<file path="src/rtl/swm_pkg.sv">
package swm_pkg;

    localparam int WINDOW_MAX   = 16;
    localparam int SAMPLE_WIDTH = 16;
    localparam int CFG_W        = 5;
    localparam int CNT_W        = $clog2(WINDOW_MAX + 1);
    localparam int IDX_W        = $clog2(WINDOW_MAX);
    localparam int CFG_RESET    = 4;

    typedef logic signed [SAMPLE_WIDTH-1:0] t_sample;

    // per-item command broadcast to every cell
    typedef struct packed {
        logic    en;
        logic    clr;
        logic    rm;
        logic    flush;
        t_sample key;
        t_sample old;
    } t_op;

    // left to right: compacted entry, its valid, its <= flag, removal seen so far
    typedef struct packed {
        t_sample c;
        logic    vc;
        logic    le;
        logic    seen;
    } t_link;

    // right to left: stored entry and its valid
    typedef struct packed {
        t_sample k;
        logic    vld;
    } t_tap;

    // zero acts as one, anything above the row length acts as the row length
    function automatic logic [CNT_W-1:0] eff_size(input logic [CFG_W-1:0] ws);
        logic [CNT_W-1:0] r;
        if (ws == '0) begin
            r = CNT_W'(1);
        end else if (int'(ws) > WINDOW_MAX) begin
            r = CNT_W'(WINDOW_MAX);
        end else begin
            r = CNT_W'(ws);
        end
        return r;
    endfunction

endpackage

</file>
<file path="src/rtl/swm_if.sv">
interface swm_in_if;
    logic                   valid;
    logic                   ready;
    swm_pkg::t_sample       sample;
    logic                   start_req;

    modport source (output valid, output sample, output start_req, input ready);
    modport sink   (input valid, input sample, input start_req, output ready);
endinterface

interface swm_out_if;
    logic                   valid;
    logic                   ready;
    swm_pkg::t_sample       window_min;

    modport source (output valid, output window_min, input ready);
    modport sink   (input valid, input window_min, output ready);
endinterface

</file>
<file path="src/rtl/swm_cell.sv">
module swm_cell (
    input  logic             i_clk,
    input  logic             i_rst_n,
    input  swm_pkg::t_op     i_op,
    input  swm_pkg::t_link   i_left,
    input  swm_pkg::t_tap    i_right,
    output swm_pkg::t_link   o_right,
    output swm_pkg::t_tap    o_left
);

    logic             r_vld;
    logic             n_vld;
    swm_pkg::t_sample r_k;
    swm_pkg::t_sample n_k;
    logic             vld_e;
    logic             eq;
    logic             shift;
    swm_pkg::t_sample c;
    logic             vc;
    logic             le;

    always_comb begin
        vld_e = r_vld & ~i_op.clr;
        // first matching entry and everything after it close up from the right
        eq    = vld_e && (r_k == i_op.old);
        shift = i_op.rm && (i_left.seen || eq);
        c     = shift ? i_right.k : r_k;
        vc    = shift ? i_right.vld : vld_e;
        le    = vc && ($signed(c) <= $signed(i_op.key));
        // keep, take the new key, or take the left neighbour's entry
        if (le) begin
            n_k = c;
        end else if (i_left.le) begin
            n_k = i_op.key;
        end else begin
            n_k = i_left.c;
        end
        n_vld = vc || i_left.vc;
    end

    assign o_right.c    = c;
    assign o_right.vc   = vc;
    assign o_right.le   = le;
    assign o_right.seen = i_left.seen || eq;
    assign o_left.k     = r_k;
    assign o_left.vld   = vld_e;

    always_ff @(posedge i_clk) begin
        if (!i_rst_n) begin
            r_vld <= 1'b0;
        end else if (i_op.flush) begin
            r_vld <= 1'b0;
        end else if (i_op.en) begin
            r_vld <= n_vld;
        end
    end

    always_ff @(posedge i_clk) begin
        if (i_op.en) begin
            r_k <= n_k;
        end
    end

endmodule

</file>
<file path="src/rtl/swm_delay.sv">
module swm_delay (
    input  logic                       i_clk,
    input  logic                       i_en,
    input  swm_pkg::t_sample           i_key,
    input  logic [swm_pkg::IDX_W-1:0]  i_sel,
    output swm_pkg::t_sample           o_old
);

    swm_pkg::t_sample r_tap [swm_pkg::WINDOW_MAX];

    // newest at tap 0, the sample window_size items back at tap window_size-1
    always_ff @(posedge i_clk) begin
        if (i_en) begin
            r_tap[0] <= i_key;
            for (int i = 1; i < swm_pkg::WINDOW_MAX; i++) begin
                r_tap[i] <= r_tap[i-1];
            end
        end
    end

    assign o_old = r_tap[i_sel];

endmodule

</file>
<file path="src/rtl/sliding_window_minimum.sv">
// Running minimum over the last window_size signed samples (1 to 16, reset 4; zero acts as 1).
// The window is a row of cells kept in ascending order; on each item the cells drop the oldest
// sample (taken from a delay line) once the window is full and insert the new one in the same update,
// so one item is accepted every clock while the output register is empty or being drained; the
// result is registered and appears in the cycle after its item. No result is given until the
// window has filled; start_req empties the window before its own sample enters, and any write
// to window_size empties it as well.
module sliding_window_minimum (
    input  logic                         i_clk,
    input  logic                         i_rst_n,
    input  logic                         i_cfg_we,
    input  logic [swm_pkg::CFG_W-1:0]    i_cfg_wdata,
    swm_in_if.sink                       i_in,
    swm_out_if.source                    o_out
);

    logic [swm_pkg::CFG_W-1:0] r_window_size;
    logic [swm_pkg::CNT_W-1:0] r_fill;
    logic [swm_pkg::CNT_W-1:0] n_fill;
    logic [swm_pkg::CNT_W-1:0] w_eff;
    logic [swm_pkg::CNT_W-1:0] w_m1;
    logic                      r_ovld;
    swm_pkg::t_sample          r_min;
    swm_pkg::t_sample          w_min;
    swm_pkg::t_sample          w_old;
    logic                      acc;
    logic                      full;
    logic                      emit;
    swm_pkg::t_op              w_op;
    swm_pkg::t_link            w_link [swm_pkg::WINDOW_MAX+1];
    swm_pkg::t_tap             w_tap  [swm_pkg::WINDOW_MAX+1];

    assign i_in.ready = !r_ovld || o_out.ready;
    assign acc        = i_in.valid && i_in.ready;

    assign w_eff = swm_pkg::eff_size(r_window_size);
    assign w_m1  = w_eff - swm_pkg::CNT_W'(1);
    assign full  = !i_in.start_req && (r_fill == w_eff);

    always_comb begin
        if (i_in.start_req) begin
            n_fill = swm_pkg::CNT_W'(1);
        end else if (full) begin
            n_fill = r_fill;
        end else begin
            n_fill = r_fill + swm_pkg::CNT_W'(1);
        end
    end

    assign emit = (n_fill == w_eff);

    swm_delay u_delay (
        .i_clk (i_clk),
        .i_en  (acc),
        .i_key (i_in.sample),
        .i_sel (w_m1[swm_pkg::IDX_W-1:0]),
        .o_old (w_old)
    );

    assign w_op.en    = acc;
    assign w_op.clr   = i_in.start_req;
    assign w_op.rm    = full;
    assign w_op.flush = i_cfg_we;
    assign w_op.key   = i_in.sample;
    assign w_op.old   = w_old;

    // left end: everything to the left counts as smaller, nothing removed yet
    assign w_link[0].c    = '0;
    assign w_link[0].vc   = 1'b1;
    assign w_link[0].le   = 1'b1;
    assign w_link[0].seen = 1'b0;
    assign w_tap[swm_pkg::WINDOW_MAX] = '0;

    for (genvar g = 0; g < swm_pkg::WINDOW_MAX; g++) begin : g_cell
        swm_cell u_cell (
            .i_clk   (i_clk),
            .i_rst_n (i_rst_n),
            .i_op    (w_op),
            .i_left  (w_link[g]),
            .i_right (w_tap[g+1]),
            .o_right (w_link[g+1]),
            .o_left  (w_tap[g])
        );
    end

    // head cell's next value
    assign w_min = w_link[1].le ? w_link[1].c : i_in.sample;

    always_ff @(posedge i_clk) begin
        if (!i_rst_n) begin
            r_window_size <= swm_pkg::CFG_W'(swm_pkg::CFG_RESET);
            r_fill        <= '0;
            r_ovld        <= 1'b0;
        end else begin
            if (i_cfg_we) begin
                r_window_size <= i_cfg_wdata;
                r_fill        <= '0;
            end else if (acc) begin
                r_fill <= n_fill;
            end
            if (acc && emit) begin
                r_ovld <= 1'b1;
            end else if (o_out.ready) begin
                r_ovld <= 1'b0;
            end
        end
    end

    always_ff @(posedge i_clk) begin
        if (acc && emit) begin
            r_min <= w_min;
        end
    end

    assign o_out.valid      = r_ovld;
    assign o_out.window_min = r_min;

`ifndef SYNTHESIS
    a_fill_bound: assert property (@(posedge i_clk) disable iff (!i_rst_n)
        r_fill <= w_eff)
        else $error("fill count beyond window size");

    a_old_found: assert property (@(posedge i_clk) disable iff (!i_rst_n)
        (acc && full) |-> w_link[swm_pkg::WINDOW_MAX].seen)
        else $error("oldest sample not found in sorted row");

    a_head_valid: assert property (@(posedge i_clk) disable iff (!i_rst_n)
        (r_fill != '0 && !i_in.start_req) |-> w_tap[0].vld)
        else $error("head cell empty while window holds samples");

    a_result: assert property (@(posedge i_clk) disable iff (!i_rst_n)
        (acc && emit) |=> (o_out.valid && o_out.window_min == $past(w_min)))
        else $error("result not presented after full window");
`endif

endmodule
</file>
<file path="src/flat_wrapper.sv">
// flat-port wrapper written by rule: the top's interface ports become plain ports
module sliding_window_minimum_flat 
  (i_clk, i_rst_n, i_cfg_we, i_cfg_wdata, i_in_valid, i_in_sample, i_in_start_req, i_in_ready, o_out_valid, o_out_window_min, o_out_ready);
  swm_in_if i_in_i ();
  swm_out_if o_out_i ();
  input  logic i_clk;
  input  logic i_rst_n;
  input  logic i_cfg_we;
  input  logic [swm_pkg::CFG_W-1:0] i_cfg_wdata;
  input wire logic [$bits(i_in_i.valid)-1:0] i_in_valid;
  input wire logic [$bits(i_in_i.sample)-1:0] i_in_sample;
  input wire logic [$bits(i_in_i.start_req)-1:0] i_in_start_req;
  output wire logic [$bits(i_in_i.ready)-1:0] i_in_ready;
  output wire logic [$bits(o_out_i.valid)-1:0] o_out_valid;
  output wire logic [$bits(o_out_i.window_min)-1:0] o_out_window_min;
  input wire logic [$bits(o_out_i.ready)-1:0] o_out_ready;
  assign i_in_i.valid = i_in_valid;
  assign i_in_i.sample = i_in_sample;
  assign i_in_i.start_req = i_in_start_req;
  assign i_in_ready = i_in_i.ready;
  assign o_out_valid = o_out_i.valid;
  assign o_out_window_min = o_out_i.window_min;
  assign o_out_i.ready = o_out_ready;
  sliding_window_minimum u_core (.i_clk(i_clk), .i_rst_n(i_rst_n), .i_cfg_we(i_cfg_we), .i_cfg_wdata(i_cfg_wdata), .i_in(i_in_i), .o_out(o_out_i));
endmodule
</file>
<file path="config.mk">
export PLATFORM = sky130hd
export DESIGN_NAME = sliding_window_minimum_flat
export DESIGN_NICKNAME = d
export VERILOG_FILES = /design/src/rtl/swm_pkg.sv /design/src/rtl/swm_if.sv /design/src/rtl/swm_cell.sv /design/src/rtl/swm_delay.sv /design/src/rtl/sliding_window_minimum.sv /design/src/flat_wrapper.sv
export SDC_FILE = /design/constraint.sdc
export NUM_CORES = 2
export LEC_CHECK = 0
export CAP_MARGIN = 10
export CORE_ASPECT_RATIO = 0.6
export CORE_MARGIN = 2
export CORE_UTILIZATION = 45
export CTS_CLUSTER_DIAMETER = 60
export DETAILED_ROUTE_END_ITERATION = 16
export DONT_BUFFER_PORTS = 1
export PLACE_DENSITY = 0.6
export SLEW_MARGIN = 20
export SYNTH_ARGS = -nofsm -noshare
export SYNTH_HDL_FRONTEND = slang
export SYNTH_HIERARCHICAL = 1
export SYNTH_SLANG_ARGS = --single-unit
</file>
<file path="constraint.sdc">
create_clock -name i_clk -period 28.1 [get_ports i_clk]
set_clock_uncertainty 0.15 [all_clocks]
set_input_delay 2.81 -clock i_clk [delete_from_list [all_inputs] [get_ports i_clk]]
set_output_delay 2.81 -clock i_clk [all_outputs]
set_load 0.01 [all_outputs]
</file>
Word level (Yosys, flattened, before mapping)
Memories as Yosys holds them, arrays and structs flattened.
Index checks and enable logic that the tools add are counted.
{"block": "classes", "mux": 71, "add_sub_neg": 2, "eq_ne": 18, "n_reduce_logical": 87, "magnitude_cmp": 17, "bitwise_logic": 18}
{"op": "two-way mux 16 bit", "count": 47}
{"op": "== test 16 bit", "count": 16}
{"op": "<= comparator 16 bit", "count": 16}
{"op": "logical AND 1 bit", "count": 51}
{"op": "logical OR 1 bit", "count": 31}
{"op": "two-way mux 1 bit", "count": 20}
{"op": "two-way mux 5 bit", "count": 4}
{"op": "AND 1 bit", "count": 16}
{"op": "== test 5 bit", "count": 2}
{"op": "adder 5 x 1 -> 5 bit (second input constant)", "count": 1}
{"op": "greater-than comparator 5 bit (second input constant)", "count": 1}
{"op": "zero test 5 bit", "count": 1}
{"op": "subtractor 4 x 1 -> 4 bit (second input constant)", "count": 1}
{"op": "zero test 1 bit", "count": 2}
{"op": "NOT 1 bit", "count": 2}
{"op": "nonzero test 2 bit", "count": 1}
{"op": "OR reduction 2 bit", "count": 1}
{"block": "totals", "inputBits": 27, "ram_bits": 256, "register_bits": 299, "n_memories": 1}
{"name": "u_core.u_delay.r_tap", "depth": 16, "word_bits": 16, "read_ports": 16, "rd_clocked_by_memory_dff": 0, "wr": 16, "line": "swm_delay.sv:9", "rtl": "swm_pkg::t_sample r_tap [swm_pkg::WINDOW_MAX];"}

Longest topological paths before layout
An unclocked memory read counts as a cell.
{"block": "logic_depth", "ltp_word": 27, "depth_mapped": 75, "ltp_nobuf": 45}

By module
Netlist, hierarchy kept.
{"module": "swm_cell (u_core.g_cell[2].u_cell ...)", "area_per_inst_um2": 2194.6, "instances": 7, "cells_each": 239}
{"module": "swm_cell (u_core.g_cell[0].u_cell ...)", "area_per_inst_um2": 1841.8, "instances": 8, "cells_each": 169}
{"module": "swm_delay", "area_per_inst_um2": 9620.5, "instances": 1, "cells_each": 393}
{"module": "swm_cell (u_core.g_cell[9].u_cell)", "area_per_inst_um2": 1831.8, "instances": 1, "cells_each": 170}
{"module": "sliding_window_minimum", "area_per_inst_um2": 1686.6, "instances": 1, "cells_each": 167}

Least setup slack after synthesis
No wires, ideal clock.
{"block": "synth_timing", "path_type": "input to register", "from": "input o_out_ready", "to": "register u_core.r_min[0] (netlist: u_core/o_out.window_min[0]), enable pin", "t_arrival_ns": 16.442, "stages": 7, "path_buffers": 0, "slack_ns": 11.118, "t_required_ns": 27.560, "cell_sequence": "nand2b_1 -> nand2_1 -> inv_1 -> o311ai_0 -> a311oi_1 -> nand4_1 -> a211oi_2"}
{"block": "synth_between", "elab_chain_len": 3}
{"item": "from (decl)", "line": "flat_wrapper.sv:16", "rtl": "input wire logic [$bits(o_out_i.ready)-1:0] o_out_ready;"}
{"item": "logical OR 1 bit", "line": "sliding_window_minimum.sv:33", "rtl": "assign i_in.ready = !r_ovld || o_out.ready;"}
{"item": "logical AND 1 bit", "line": "sliding_window_minimum.sv:34", "rtl": "assign acc = i_in.valid && i_in.ready;"}
{"item": "via u_core.acc", "line": "sliding_window_minimum.sv:26", "rtl": "logic acc;"}
{"item": "logical AND 1 bit", "line": "sliding_window_minimum.sv:110", "rtl": "if (acc && emit) begin"}
{"item": "to (signal assigned)", "line": "sliding_window_minimum.sv:111", "rtl": "r_min <= w_min;"}
{"item": "to (decl)", "line": "sliding_window_minimum.sv:23", "rtl": "swm_pkg::t_sample r_min;"}
The timed path passes the listed nets, and every way through them passes these cells.
A chain may end at the register's enable or synchronous reset.

==> summary.md <==
| Metric | Value |
|---|---|
| Status | finished clean |
| Clock tree from TritonCTS | done |
| H-tree depth | 2 |
| Synthesized instance count | 3749 |
| Slowest-stage cell, CP | buf_4 |
| Mean post-synth cell area | 11.5 um^2 |
| Worst Hold Class | flip-flop to flip-flop |
| Vias | slightly above 30k |
| Initial antenna violation count | 5 |
| Data arrival, critical path | ~13 ns |
| Pre-Repair DR Iteration Count | 6 |
| Vias in the first global route | around 28k |
| CTS resizes | 0 |
| Tot Pwr | between 0.002 and 0.003 W |
| CTS Buffer Depth | 3 |
| Routed length per instance | around 27 um |
| CTS Hold Buffers Added | 0 |
| CORE AREA | between 0.09 and 0.1 mm^2 |
| Setup crit end kind | flip-flop |
| Delay-heaviest family, CP | buffers and inverters |
| Final period util | 43.9% |
| Die Wd | roughly 400 um |
| Dpl ws | around 16 ns |
| CTS Sinks | approximately 560 |
| Pins Over Slew Limit | 0 |
| Synthesis-to-finish area growth | 6.82% |
| Worst-margin pin slew | roughly 1.1 ns |
| Worst-path clk slew | roughly 0.07 ns |
| Final setup viols | 0 |
| Port Buffers | 0 |
| DRC | 0 |
| Fmax | between 80 and 90 MHz |
| Tmin final | 12.34 ns |
| P_leak | 18.4 nW |
| RSZ-0062 raised after global routing | false |
| Normalized max-slew margin | 26.1% |
| Row Count | 87 |
| Synthesized cell area | roughly 0.043 mm^2 |
| Max cap viols | 0 |
| Cell mode on critical path | a21o_1 |
| Die Ht | ~240 um |
| Setup TNS | 0 ns |
| Crit path max fanout | between 60 and 70 |
| Crit path buf inv count | 15 |
| Peak VDD IR | about 0.053 mV |
| Fin nets | 3986 |
| I/O Pins | 45 |
| Worst setup path category | flip-flop to flip-flop |
| Setup repair bufs after CTS | 0 |
| Synth Warn # | 6 |
| Hold WS | 0.289 ns |
| Global-route wire length before repair | approximately 200000 um |
| Design area | 0.0461 mm^2 |
| Final worst slack | 15.76 ns |
| Detail Route Antenna Nets | 0 |
| Placed cell areas | between 0.04 and 0.05 mm^2 |
| Final hold viol count | 0 |
| Worst path required time | ~28 ns |
| N_diodes | 0 |
| Power per cell area | around 60 mW/mm^2 |
| Initial DRC count | 3334 |
| Startpoint types | flip-flop |
| Root Buffer | clkbuf_16 |
| GRT Util Overall | a little over a quarter |
| CTS buffer count | 60 |
| DRT Wirelength | around 130000 um |
| Worst-Skew Late Latency | 0.67 ns |
| DIE AREA | around 0.099 mm^2 |
| DR vias/cell | around 6 |
| Worst stage delay on the critical path | 0.70 ns |
| HPWL Detailed | between 90000 and 100000 um |
| Initial core utilization | between 40% and 50% |
| GR Overflow Total | 0 |
| Largest net degree at the start of global routing | 180 |
| Share of layout cells above drive strength 1 | 24.0% |
| Filler Cells Inserted | 8401 |
| Final GP Congestion | 0.882 |
## metrics by stage
stage | instances | utilization [%]
after global placement | 4885 | 46.6
final | 4998 | 48.8
after CTS | 4998 | 48.8
after floorplan | 3785 | -
after detailed placement | 4885 | 46.6
after global routing | 4998 | 48.8
## state kept, by name, indices dropped and copies added (netlist names)
name / flops
u_core/o_out.window_min: 16
u_core/o_out.valid: 1
u_core/r_fill: 5
u_core/u_delay/r_tap: 256
u_core/g_cell.u_cell/r_vld: 16
u_core/r_window_size: 5
u_core/g_cell.u_cell/r_k: 256
## report_power, final
| part | total [W] | internal (W) | switching (W) |
|---|---|---|---|
| combinational | 0.000775 | 0.000348 | 0.000427 |
| clock | 0.000873 | 0.000495 | 0.000378 |
| sequential | 0.00107 | 0.000992 | 0.0000809 |
## routing by layer
metal  wire, um  track usage (%)
met5         15                0
met4       1780             4.30
met3      14900             6.57
met2      49100             33.0
met1      68100             45.1
## worst paths after layout
| path | start | endpoint | slack, ns | depth (start not counted) |
|---|---|---|---|---|
| worst min-delay path | u_core/u_delay/r_tap[1][11] | u_core/u_delay/r_tap[2][11] | 0.29 | 0 |
| worst max-delay path | u_core/r_window_size[4] | u_core/g_cell[14].u_cell/r_k[12] | 15.76 | 49 |
| worst max register to register | u_core/r_window_size[4] | u_core/g_cell[14].u_cell/r_k[12] | 15.76 | 49 |
| worst min register to register | u_core/u_delay/r_tap[1][11] | u_core/u_delay/r_tap[2][11] | 0.29 | 0 |
## cells in the final DEF (no fill, tap or decap), types with 38 or more instances in the layout
cell	count
edfxtp_1	528
mux2_2	487
inv_1	316
ha_1	258
a21oi_1	192
nor2b_1	160
xor2_1	144
mux2_4	144
nand2b_1	134
and2_1	129
xnor2_1	116
a211o_1	107
nand4_1	84
nand2_1	70
nor2_1	63
clkbuf_16	61
buf_4	59
mux2i_1	55
mux4_2	54
nor4_1	51
a21o_1	40
conb_1	38
## layout make-up
| cell class | instances | area (um^2) | area share (%) |
|---|---|---|---|
| tap | 1246 | 1560 | 3.38 |
| timing repair buffer | 60 | 463 | 1.00 |
| multi-input combinational | 2705 | 24400 | 52.9 |
| sequential | 555 | 16400 | 35.5 |
| clock buffer | 68 | 1550 | 3.36 |
| inverter | 319 | 1210 | 2.62 |
| clock inverter | 45 | 548 | 1.19 |
Note: power is estimated with default switching activity, not from simulation.
